--- config.mk ---
export PLATFORM = sky130hd
export DESIGN_NAME = landmark_hop_table_flat
export DESIGN_NICKNAME = d
export VERILOG_FILES = /design/src/rtl/core/lht_pkg.sv /design/src/rtl/core/lht_if.sv /design/src/rtl/core/lht_cell.sv /design/src/rtl/core/landmark_hop_table.sv /design/src/flat_wrapper.sv
export SDC_FILE = /design/constraint.sdc
export NUM_CORES = 1
export LEC_CHECK = 0
export BUFFER_PORTS_ARGS = -buffer_cell sky130_fd_sc_hd__buf_2
export CORE_MARGIN = 2
export CORE_UTILIZATION = 55
export CTS_CLUSTER_SIZE = 28
export DETAILED_ROUTE_END_ITERATION = 8
export GPL_ROUTABILITY_DRIVEN = 0
export PLACE_DENSITY = 0.7
export SETUP_SLACK_MARGIN = 0.1
export SLEW_MARGIN = 20
export SYNTH_ARGS = -nofsm -noshare
export SYNTH_HDL_FRONTEND = slang
export SYNTH_HIERARCHICAL = 1
export SYNTH_SLANG_ARGS = --single-unit
--- constraint.sdc ---
create_clock -name clk_i -period 11.9 [get_ports clk_i]
set_input_delay 1.19 -clock clk_i [delete_from_list [all_inputs] [get_ports clk_i]]
set_output_delay 1.19 -clock clk_i [all_outputs]
set_load 0.02 [all_outputs]
--- src/rtl/core/lht_pkg.sv ---
package lht_pkg;

  localparam int unsigned TABLE_ENTRIES = 8;
  localparam int unsigned CNT_W         = $clog2(TABLE_ENTRIES + 1);
  localparam int unsigned COORD_W       = 32;
  localparam int unsigned HOP_W         = 7;
  localparam int unsigned USED_W        = 4;
  localparam int unsigned CFG_IDX_W     = 2;

  localparam logic [HOP_W-1:0] HOP_MAX = {HOP_W{1'b1}};

  typedef enum logic [CFG_IDX_W-1:0] {
    CFG_NODE_IS_LANDMARK    = 2'd0,
    CFG_CORRECTION_RECEIVED = 2'd1,
    CFG_POSITIONING_DONE    = 2'd2
  } cfg_idx_e;

  // One advertisement walking down the chain of table cells.
  typedef struct packed {
    logic               live;
    logic               done;
    logic               relay;
    logic               appended;
    logic [COORD_W-1:0] x;
    logic [COORD_W-1:0] y;
    logic [HOP_W-1:0]   total;
  } probe_t;

endpackage

--- src/rtl/core/lht_if.sv ---
interface lht_in_if;
  logic        valid;
  logic        ready;
  logic [31:0] x_coord;
  logic [31:0] y_coord;
  logic [6:0]  hop_count;

  modport source(output valid, output x_coord, output y_coord, output hop_count,
                 input ready);
  modport sink(input valid, input x_coord, input y_coord, input hop_count,
               output ready);
endinterface

interface lht_out_if;
  logic        valid;
  logic        ready;
  logic        relay;
  logic [31:0] relay_x;
  logic [31:0] relay_y;
  logic [6:0]  relay_hops;
  logic [3:0]  entries_used;
  logic        start_positioning;
  logic        start_correction;

  modport source(output valid, output relay, output relay_x, output relay_y,
                 output relay_hops, output entries_used, output start_positioning,
                 output start_correction, input ready);
  modport sink(input valid, input relay, input relay_x, input relay_y,
               input relay_hops, input entries_used, input start_positioning,
               input start_correction, output ready);
endinterface

--- src/rtl/core/lht_cell.sv ---
module lht_cell (
  input  logic            clk_i,
  input  logic            rst_ni,
  input  lht_pkg::probe_t probe_i,
  output lht_pkg::probe_t probe_o
);
  import lht_pkg::*;

  logic               valid_q;
  logic [COORD_W-1:0] x_q;
  logic [COORD_W-1:0] y_q;
  logic [HOP_W-1:0]   hops_q;
  logic               live_q;
  probe_t             pay_q;
  probe_t             pay_d;
  logic               searching;
  logic               hit;
  logic               fill;
  logic               better;

  assign searching = probe_i.live && !probe_i.done;
  assign hit       = searching && valid_q && (x_q == probe_i.x) && (y_q == probe_i.y);
  // Entries fill in order, so the first empty cell marks the end of the search.
  assign fill      = searching && !valid_q;
  assign better    = probe_i.total <= hops_q;

  always_comb begin
    pay_d = probe_i;
    if (hit) begin
      pay_d.done  = 1'b1;
      pay_d.relay = better;
    end else if (fill) begin
      pay_d.done     = 1'b1;
      pay_d.appended = 1'b1;
    end
  end

  always_ff @(posedge clk_i or negedge rst_ni) begin
    if (!rst_ni) begin
      valid_q <= 1'b0;
      live_q  <= 1'b0;
    end else begin
      live_q <= probe_i.live;
      if (fill) begin
        valid_q <= 1'b1;
      end
    end
  end

  always_ff @(posedge clk_i) begin
    pay_q <= pay_d;
    if (fill || (hit && better)) begin
      hops_q <= probe_i.total;
    end
    if (fill) begin
      x_q <= probe_i.x;
      y_q <= probe_i.y;
    end
  end

  always_comb begin
    probe_o      = pay_q;
    probe_o.live = live_q;
  end

  a_valid_sticks: assert property (@(posedge clk_i) disable iff (!rst_ni)
    valid_q |=> valid_q) else $error("table entry lost its valid bit");

  a_live_follows: assert property (@(posedge clk_i) disable iff (!rst_ni)
    live_q |-> $past(probe_i.live)) else $error("probe appeared without a source");

  a_fill_sets_valid: assert property (@(posedge clk_i) disable iff (!rst_ni)
    fill |=> (valid_q && probe_o.appended)) else $error("append did not take");

endmodule

--- src/rtl/core/landmark_hop_table.sv ---
// Channel | Dir | Transfer when   | Payload
// adv_i   | in  | valid && ready  | x_coord, y_coord, hop_count
// res_o   | out | valid && ready  | relay, relay_x/y/hops, entries_used, start flags
// cfg     | in  | cfg_we_i        | cfg_idx_i selects register, cfg_data_i bit 0
//
// An advertisement walks the row of TABLE_ENTRIES cells, one cell per cycle, and
// its result is then registered and held on res_o.
// One advertisement at a time: the next is taken once the result has transferred.
// rst_ni clears the valid bits, the fill count and the configuration at once.
// A stalled result holds on res_o; adv_i stays not ready meanwhile.
module landmark_hop_table (
  input  logic                             clk_i,
  input  logic                             rst_ni,
  lht_in_if.sink                           adv_i,
  lht_out_if.source                        res_o,
  input  logic                             cfg_we_i,
  input  logic [lht_pkg::CFG_IDX_W-1:0]    cfg_idx_i,
  input  logic [0:0]                       cfg_data_i
);
  import lht_pkg::*;

  probe_t             chain [TABLE_ENTRIES+1];
  logic [TABLE_ENTRIES-1:0] live_vec;
  logic               busy_q;
  logic               out_valid_q;
  logic [CNT_W-1:0]   count_q;
  logic [CNT_W-1:0]   count_d;
  logic               is_landmark_q;
  logic               corr_rcvd_q;
  logic               pos_done_q;
  logic               in_xfer;
  logic               out_xfer;
  logic               done_probe;
  logic               full_d;

  logic               relay_q;
  logic [COORD_W-1:0] relay_x_q;
  logic [COORD_W-1:0] relay_y_q;
  logic [HOP_W-1:0]   relay_hops_q;
  logic [USED_W-1:0]  used_q;
  logic               start_pos_q;
  logic               start_corr_q;

  assign adv_i.ready = !busy_q;
  assign in_xfer     = adv_i.valid && !busy_q;
  assign out_xfer    = out_valid_q && res_o.ready;

  always_comb begin
    chain[0].live     = in_xfer;
    // A hop count at the maximum cannot be incremented: skip the search.
    chain[0].done     = (adv_i.hop_count == HOP_MAX);
    chain[0].relay    = 1'b0;
    chain[0].appended = 1'b0;
    chain[0].x        = adv_i.x_coord;
    chain[0].y        = adv_i.y_coord;
    chain[0].total    = adv_i.hop_count + HOP_W'(1);
  end

  for (genvar k = 0; k < TABLE_ENTRIES; k++) begin : g_cell
    lht_cell u_cell (
      .clk_i   (clk_i),
      .rst_ni  (rst_ni),
      .probe_i (chain[k]),
      .probe_o (chain[k+1])
    );
    assign live_vec[k] = chain[k+1].live;
  end

  assign done_probe = chain[TABLE_ENTRIES].live;
  assign count_d    = count_q + CNT_W'(chain[TABLE_ENTRIES].appended);
  assign full_d     = (count_d == CNT_W'(TABLE_ENTRIES));

  always_ff @(posedge clk_i or negedge rst_ni) begin
    if (!rst_ni) begin
      busy_q        <= 1'b0;
      out_valid_q   <= 1'b0;
      count_q       <= '0;
      is_landmark_q <= 1'b0;
      corr_rcvd_q   <= 1'b0;
      pos_done_q    <= 1'b0;
    end else begin
      if (in_xfer) begin
        busy_q <= 1'b1;
      end else if (out_xfer) begin
        busy_q <= 1'b0;
      end
      if (done_probe) begin
        out_valid_q <= 1'b1;
        count_q     <= count_d;
      end else if (out_xfer) begin
        out_valid_q <= 1'b0;
      end
      if (cfg_we_i) begin
        unique case (cfg_idx_i)
          CFG_NODE_IS_LANDMARK:    is_landmark_q <= cfg_data_i[0];
          CFG_CORRECTION_RECEIVED: corr_rcvd_q   <= cfg_data_i[0];
          CFG_POSITIONING_DONE:    pos_done_q    <= cfg_data_i[0];
          default: ;
        endcase
      end
    end
  end

  always_ff @(posedge clk_i) begin
    if (done_probe) begin
      relay_q      <= chain[TABLE_ENTRIES].relay;
      relay_x_q    <= chain[TABLE_ENTRIES].relay ? chain[TABLE_ENTRIES].x : '0;
      relay_y_q    <= chain[TABLE_ENTRIES].relay ? chain[TABLE_ENTRIES].y : '0;
      relay_hops_q <= chain[TABLE_ENTRIES].relay ? chain[TABLE_ENTRIES].total : '0;
      used_q       <= USED_W'(count_d);
      start_pos_q  <= full_d && !is_landmark_q && corr_rcvd_q && !pos_done_q;
      start_corr_q <= full_d && is_landmark_q && !corr_rcvd_q;
    end
  end

  assign res_o.valid             = out_valid_q;
  assign res_o.relay             = relay_q;
  assign res_o.relay_x           = relay_x_q;
  assign res_o.relay_y           = relay_y_q;
  assign res_o.relay_hops        = relay_hops_q;
  assign res_o.entries_used      = used_q;
  assign res_o.start_positioning = start_pos_q;
  assign res_o.start_correction  = start_corr_q;

  a_one_probe: assert property (@(posedge clk_i) disable iff (!rst_ni)
    $onehot0({live_vec, out_valid_q})) else $error("more than one item in flight");

  a_count_bound: assert property (@(posedge clk_i) disable iff (!rst_ni)
    count_q <= CNT_W'(TABLE_ENTRIES)) else $error("fill count past table size");

  a_result_busy: assert property (@(posedge clk_i) disable iff (!rst_ni)
    (out_valid_q || (|live_vec)) |-> busy_q) else $error("result while idle");

endmodule
--- src/flat_wrapper.sv ---
// flat-port wrapper written by rule: the top's interface ports become plain ports
module landmark_hop_table_flat import lht_pkg::*;
  (clk_i, rst_ni, cfg_we_i, cfg_idx_i, cfg_data_i, adv_i_valid, adv_i_x_coord, adv_i_y_coord, adv_i_hop_count, adv_i_ready, res_o_valid, res_o_relay, res_o_relay_x, res_o_relay_y, res_o_relay_hops, res_o_entries_used, res_o_start_positioning, res_o_start_correction, res_o_ready);
  lht_in_if adv_i_i ();
  lht_out_if res_o_i ();
  input  logic clk_i;
  input  logic rst_ni;
  input  logic cfg_we_i;
  input  logic [lht_pkg::CFG_IDX_W-1:0] cfg_idx_i;
  input  logic [0:0] cfg_data_i;
  input wire logic [$bits(adv_i_i.valid)-1:0] adv_i_valid;
  input wire logic [$bits(adv_i_i.x_coord)-1:0] adv_i_x_coord;
  input wire logic [$bits(adv_i_i.y_coord)-1:0] adv_i_y_coord;
  input wire logic [$bits(adv_i_i.hop_count)-1:0] adv_i_hop_count;
  output wire logic [$bits(adv_i_i.ready)-1:0] adv_i_ready;
  output wire logic [$bits(res_o_i.valid)-1:0] res_o_valid;
  output wire logic [$bits(res_o_i.relay)-1:0] res_o_relay;
  output wire logic [$bits(res_o_i.relay_x)-1:0] res_o_relay_x;
  output wire logic [$bits(res_o_i.relay_y)-1:0] res_o_relay_y;
  output wire logic [$bits(res_o_i.relay_hops)-1:0] res_o_relay_hops;
  output wire logic [$bits(res_o_i.entries_used)-1:0] res_o_entries_used;
  output wire logic [$bits(res_o_i.start_positioning)-1:0] res_o_start_positioning;
  output wire logic [$bits(res_o_i.start_correction)-1:0] res_o_start_correction;
  input wire logic [$bits(res_o_i.ready)-1:0] res_o_ready;
  assign adv_i_i.valid = adv_i_valid;
  assign adv_i_i.x_coord = adv_i_x_coord;
  assign adv_i_i.y_coord = adv_i_y_coord;
  assign adv_i_i.hop_count = adv_i_hop_count;
  assign adv_i_ready = adv_i_i.ready;
  assign res_o_valid = res_o_i.valid;
  assign res_o_relay = res_o_i.relay;
  assign res_o_relay_x = res_o_i.relay_x;
  assign res_o_relay_y = res_o_i.relay_y;
  assign res_o_relay_hops = res_o_i.relay_hops;
  assign res_o_entries_used = res_o_i.entries_used;
  assign res_o_start_positioning = res_o_i.start_positioning;
  assign res_o_start_correction = res_o_i.start_correction;
  assign res_o_i.ready = res_o_ready;
  landmark_hop_table u_core (.clk_i(clk_i), .rst_ni(rst_ni), .adv_i(adv_i_i), .res_o(res_o_i), .cfg_we_i(cfg_we_i), .cfg_idx_i(cfg_idx_i), .cfg_data_i(cfg_data_i));
endmodule
==> out/qor.yml, run 1 <==
clock_network:
  clkSinkCount: 1262
  cts_htree_levels: 3
  tritoncts: "done"
  post_cts_buffers: 0
  cts_hold_buffers: 0
  clk_path_buf_depth: 3
  clk_latency_ps: 660
  clk_pin_slew_ps: 60
  cts_made_buffers: 114
  cts-root-buf: "clkbuf_16"
  cts-resized-gates: 0
timing:
  hold_violations: 0
  rsz0062_at_grt: "no"
  hold_slack_ps: 372
  slew_violations: 0
  relSlewSlack_pct: 33.2
  skew_ps: 16.3
  tightestPinTransition_ps: 1000
  tns_ps: 0
  final.min_clock_period_ps: 3450
  timing.fmax_mhz: 290
  final-setup-viol-count: 0
  finalCritPeriodShare_pct: 29.0
route:
  drtIter0Drc: 834
  drcViolationCount: 0
  vias: 17500
  routedWlPerCell_um: 15.2
  postRouteAntennaNets: 0
  dr.pass1.iters: 4
  via_per_inst: 4.79
  drt-total-wl_mm: 55.9
power_and_ir_drop:
  power_mw: 8.70
  vdd_ir_drop_max_mv: 0.131
  powerDensity_nw_per_um2: 189
  power.static_leakage_nw: 17.2
yosys:
  synthCells: 2343
  syn_avg_cell_area_um2: 17.1
  netlist_area_um2: 40100
  ys_warn_count: 6
place:
  post_dp_cell_area_um2: 42100
  dp_hpwl_mm: 38.7
  portBuffers: 158
  dp_cells: 3446
worst_setup_path:
  worstPathRequired_ps: 12190
  r2r-start: "u_core/g_cell[0].u_cell/y_q[31]"
  r2r-end: "u_core/g_cell[0].u_cell/hops_q[1]"
  reg2regPathDepth: 6
  cp-start-kind: "input pin"
  crit_arrival_ps: 3740
  crit_fanout: 7
  criticalPathCategory: "input pin to flop"
  r2r_slack_ps: 8720
  worstSetupEndpointType: "flop"
global_route:
  gr-total-overflow: 0
  gr-usage-met3_pct: 2.71
  met2_usage_pct: 23.3
  antenna_found_initial: 4
  grt_use_met1_pct: 21.7
  track_usage_pct: 15.1
  grt_pass1_wl_mm: 92.3
  grt_max_degree: 84
  busiest_layer: "met2"
  grt_pass1_vias: 18000
floorplanning:
  pin_count: 159
  dieArea_um2: 75000
  core-area_um2: 71900
  rows: 98
  die_h_um: 274
  start_util_pct: 55.8
  die_x_um: 274
final_layout:
  ff_latch_area_um2: 31900
  nets: 2750
  instances_no_fill: 3667
  drive_gt1_share_pct: 13.8
  most-common-layout-cells: "edfxtp_1, dfxtp_1, xor2_1, buf_2, xnor2_1"
  n_fill_cell: 5073
  final_common_cell: "edfxtp_1"
  syn2layout_area_growth_pct: 14.7
  multi_input_area_um2: 7940
  final_area_um2: 46000
job:
  drv_cap: 0
worst_hold_path:
  holdCritStartpoint: "u_core/g_cell[0].u_cell/probe_o[0]"
  hold_class: "flop to flop"
  hold_path_end: "u_core/g_cell[1].u_cell/probe_o[0]"
  hold_depth: 0
run_status:
  status: "completed"
## worst max-delay path by stage
| stage | from | end | cells after the start |
|---|---|---|---|
| 2_1_floorplan | adv_i_hop_count[0] | u_core/g_cell[0].u_cell/x_q[0] | 5 |
| 5_1_grt | adv_i_y_coord[31] | u_core/g_cell[0].u_cell/hops_q[0] | 7 |
| 3_5_place_dp | adv_i_y_coord[10] | u_core/g_cell[0].u_cell/hops_q[1] | 7 |
| 4_1_cts | adv_i_y_coord[10] | u_core/g_cell[0].u_cell/hops_q[0] | 7 |
| 6_report | adv_i_y_coord[10] | u_core/g_cell[0].u_cell/hops_q[1] | 7 |
| 3_3_place_gp | adv_i_y_coord[10] | u_core/g_cell[0].u_cell/hops_q[0] | 7 |
## flip-flops by register name (all words and copies together) (netlist names)
signal / cells
u_core/g_cell.u_cell/probe_o: 591
u_core/g_cell.u_cell/x_q: 256
u_core/g_cell.u_cell/y_q: 256
u_core/g_cell.u_cell/hops_q: 56
u_core/res_o.relay_x: 32
u_core/res_o.relay_y: 32
u_core/g_cell.u_cell/live_q: 8
u_core/g_cell.u_cell/valid_q: 8
u_core/res_o.relay_hops: 7
u_core/count_q: 4
u_core/res_o.entries_used: 4
u_core/busy_q: 1
u_core/corr_rcvd_q: 1
u_core/is_landmark_q: 1
u_core/pos_done_q: 1
u_core/res_o.relay: 1
u_core/res_o.start_correction: 1
u_core/res_o.start_positioning: 1
u_core/res_o.valid: 1
## through the flow
step	worst slack (ps)	utilization, %
after floorplan	6920	-
after global placement	7700	58.6
after detailed placement	7650	58.6
after CTS	8350	64.0
after global routing	8310	64.0
final	8450	64.0
## worst max-delay path: stages
cell     delay, ps
buf_2          120
xor2_1         150
nor4_1         410
nand4_1        180
nor4_1         710
nand4_1        370
o22ai_1        610
## power breakdown
part | total (mW) | switching (mW) | internal [mW]
combinational | 0.236 | 0.120 | 0.116
sequential | 4.88 | 0.131 | 4.74
clock | 3.59 | 1.48 | 2.11
total | 8.70 | 1.73 | 6.97
## routing by layer
metal / part of all wire (%) / wire [µm]
met1: 48 / 26700
met2: 46 / 25600
met3: 4.0 / 2230
met4: 2.4 / 1340
met5: 0 / 0
## cell type report
type,instances,share of cell area (%)
multi-input cells,998,17.3
flip-flops and latches,1262,69.3
inverters,69,0.564
repair buffers,167,1.87
well taps,950,2.59
clock inverters,62,1.24
diodes,3,0.0163
clock buffers,156,7.13
No activity file was read; power rests on OpenSTA's default activity.
==> inputs of run 2 (changes only) <==
--- a/config.mk
+++ b/config.mk
@@ -5,13 +5,14 @@
 export SDC_FILE = /design/constraint.sdc
 export NUM_CORES = 1
 export LEC_CHECK = 0
+export ABC_AREA = 1
 export BUFFER_PORTS_ARGS = -buffer_cell sky130_fd_sc_hd__buf_2
 export CORE_MARGIN = 2
 export CORE_UTILIZATION = 55
 export CTS_CLUSTER_SIZE = 28
 export DETAILED_ROUTE_END_ITERATION = 8
 export GPL_ROUTABILITY_DRIVEN = 0
-export PLACE_DENSITY = 0.7
+export PLACE_DENSITY = 0.73
 export SETUP_SLACK_MARGIN = 0.1
 export SLEW_MARGIN = 20
 export SYNTH_ARGS = -nofsm -noshare
==> constraint.sdc (replaced) <==
create_clock -name clk_i -period 2.8 [get_ports clk_i]
set_input_delay 0.28 -clock clk_i [delete_from_list [all_inputs] [get_ports clk_i]]
set_output_delay 0.28 -clock clk_i [all_outputs]
set_load 0.02 [all_outputs]
==> run 2 against run 1 <==
Non-clock buffer count up 83. Via count is 31% higher. Largest cell class unchanged. First-iteration DRC count up 43%. Combinational power grew to 6.9 times the previous value. Sequential power rose to 4.3 times the previous value. Critical path type unchanged.
==> out/qor.yml, run 2 <==
timing:
  tightestPinTransition_ps: 679
  timing.fmax_mhz: 395
  final.min_clock_period_ps: 2530
  skew_ps: 26.8
  slew_violations: 0
  finalCritPeriodShare_pct: 90.4
  setup_ws_ps: 270
  rsz0062_at_grt: "no"
  tns_ps: 0
  hold_slack_ps: 197
  relSlewSlack_pct: 54.7
  final-setup-viol-count: 0
  hold_violations: 0
route:
  drcViolationCount: 0
  postRouteAntennaNets: 0
  routedWlPerCell_um: 12.5
  dr.pass1.iters: 5
  drt-total-wl_mm: 64.6
  drtIter0Drc: 1190
  via_per_inst: 4.45
  vias: 23100
worst_setup_path:
  r2r-start: "u_core/g_cell[0].u_cell/y_q[14]"
  worstPathRequired_ps: 3130
  cp-start-kind: "input pin"
  crit_arrival_ps: 2860
  r2r_slack_ps: 750
  crit_fanout: 7
  reg2regPathDepth: 9
  worstSetupEndpointType: "flop"
  criticalPathCategory: "input pin to flop"
  startpoint: "adv_i_hop_count[0]"
  r2r-end: "u_core/g_cell[0].u_cell/hops_q[0]"
power_and_ir_drop:
  power_mw: 38.4
  vdd_ir_drop_max_mv: 0.504
  power.static_leakage_nw: 21.7
  powerDensity_nw_per_um2: 765
place:
  dp_hpwl_mm: 44.1
  portBuffers: 158
  dp_slack_ps: 328
final_layout:
  drive_gt1_share_pct: 10.3
  syn2layout_area_growth_pct: 16.5
  nets: 4169
  final_common_cell: "nand2_1"
  most-common-layout-cells: "nand2_1, edfxtp_1, dfxtp_1, inv_1, nor2_1"
  largest_reg_flops: 591
yosys:
  syn_avg_cell_area_um2: 11.7
  ys_warn_count: 6
  netlist_area_um2: 43100
  synthCells: 3675
floorplanning:
  pin_count: 159
  core-area_um2: 77600
  die_x_um: 284
  die_h_um: 284
  start_util_pct: 55.6
  dieArea_um2: 80700
  rows: 102
run_status:
  status: "completed"
global_route:
  track_usage_pct: 16.1
  antenna_found_initial: 2
  grt_pass1_vias: 22500
  gr-total-overflow: 0
  grt_pass1_wl_mm: 108
  grt_max_degree: 56
clock_network:
  clkSinkCount: 1262
  cts_htree_levels: 3
  clk_latency_ps: 670
  clk_path_buf_depth: 3
  post_cts_buffers: 0
  clk_pin_slew_ps: 60
  cts_made_buffers: 119
  cts-root-buf: "clkbuf_16"
  tritoncts: "done"
job:
  drv_cap: 0
worst_hold_path:
  hold_class: "input pin to asynchronous set/reset pin"
run 2: cell types whose count changed in the layout (fill, tap and decap cells not counted), sizes merged, moves of 71 or more:
cell / delta
nor4: -104
and2: -71
xnor2: +100
xor2: -354
dlygate4sd3: +81
nor2: +445
inv: +480
nand2: +906
run 2: worst max-delay path by stage:
stage	end	slack (ps)	cells after the start
after floorplan	u_core/g_cell[0].u_cell/hops_q[0]	320	8
after global placement	u_core/g_cell[0].u_cell/hops_q[2]	420	14
after detailed placement	u_core/g_cell[0].u_cell/hops_q[1]	330	12
after CTS	u_core/g_cell[0].u_cell/hops_q[0]	500	15
after global routing	u_core/g_cell[0].u_cell/hops_q[0]	210	13
final	u_core/g_cell[0].u_cell/hops_q[0]	270	13
run 2: layout make-up:
type / instances / area, µm²
tap: 1040 / 1300
antenna: 2 / 5.00
inverter: 548 / 2060
sequential: 1262 / 31900
multi-input combinational: 1850 / 9190
fill: 5707 / 27400
clock buffer: 182 / 3570
timing repair buffer: 250 / 1800
clock inverter: 44 / 460
run 2: timing repair:
| action | 4_1_cts | 5_1_grt |
|---|---|---|
| hold buffers | 81 | 0 |
| setup endpoints to repair | 0 | 0 |
| gates resized for setup | 0 | 0 |
| endpoints found under the hold margin | 171 | 0 |
run 2: metrics by stage:
| step | cell area (µm²) | cells | utilization (%) |
|---|---|---|---|
| 2_1_floorplan | 43200 | 3676 | - |
| 3_3_place_gp | 45400 | 4869 | 58.5 |
| 3_5_place_dp | 45400 | 4869 | 58.5 |
| 4_1_cts | 50200 | 5176 | 64.7 |
| 5_1_grt | 50200 | 5178 | 64.7 |
| 6_report | 50200 | 5178 | 64.7 |
run 2: critical path, stage by stage:
cell and delay (ps):
dlygate4sd3_1 530, buf_2 130, ha_1 230, nand3_2 150, nor3b_2 250, nor2_1 120, ha_1 310, nand2_1 60
nor2_1 130, nand4_1 100, nand2_1 100, nand4_1 130, nand2_1 330
run 2: metal layers:
metal  up-vias  global-route usage [%]  part of all wire [%]
li1      12200                       -                     -
met1     10400                    21.9                    48
met2       379                    25.6                    45
met3       138                    2.79                   3.5
met4         0                    6.87                   3.4
met5         -                       0                     0
run 2: where the power goes:
group	internal (mW)	switching, mW	leakage, nW
registers	20.2	0.587	11.1
clock network	9.51	6.46	1.98
logic	0.683	0.949	8.59
total	30.4	7.99	21.7
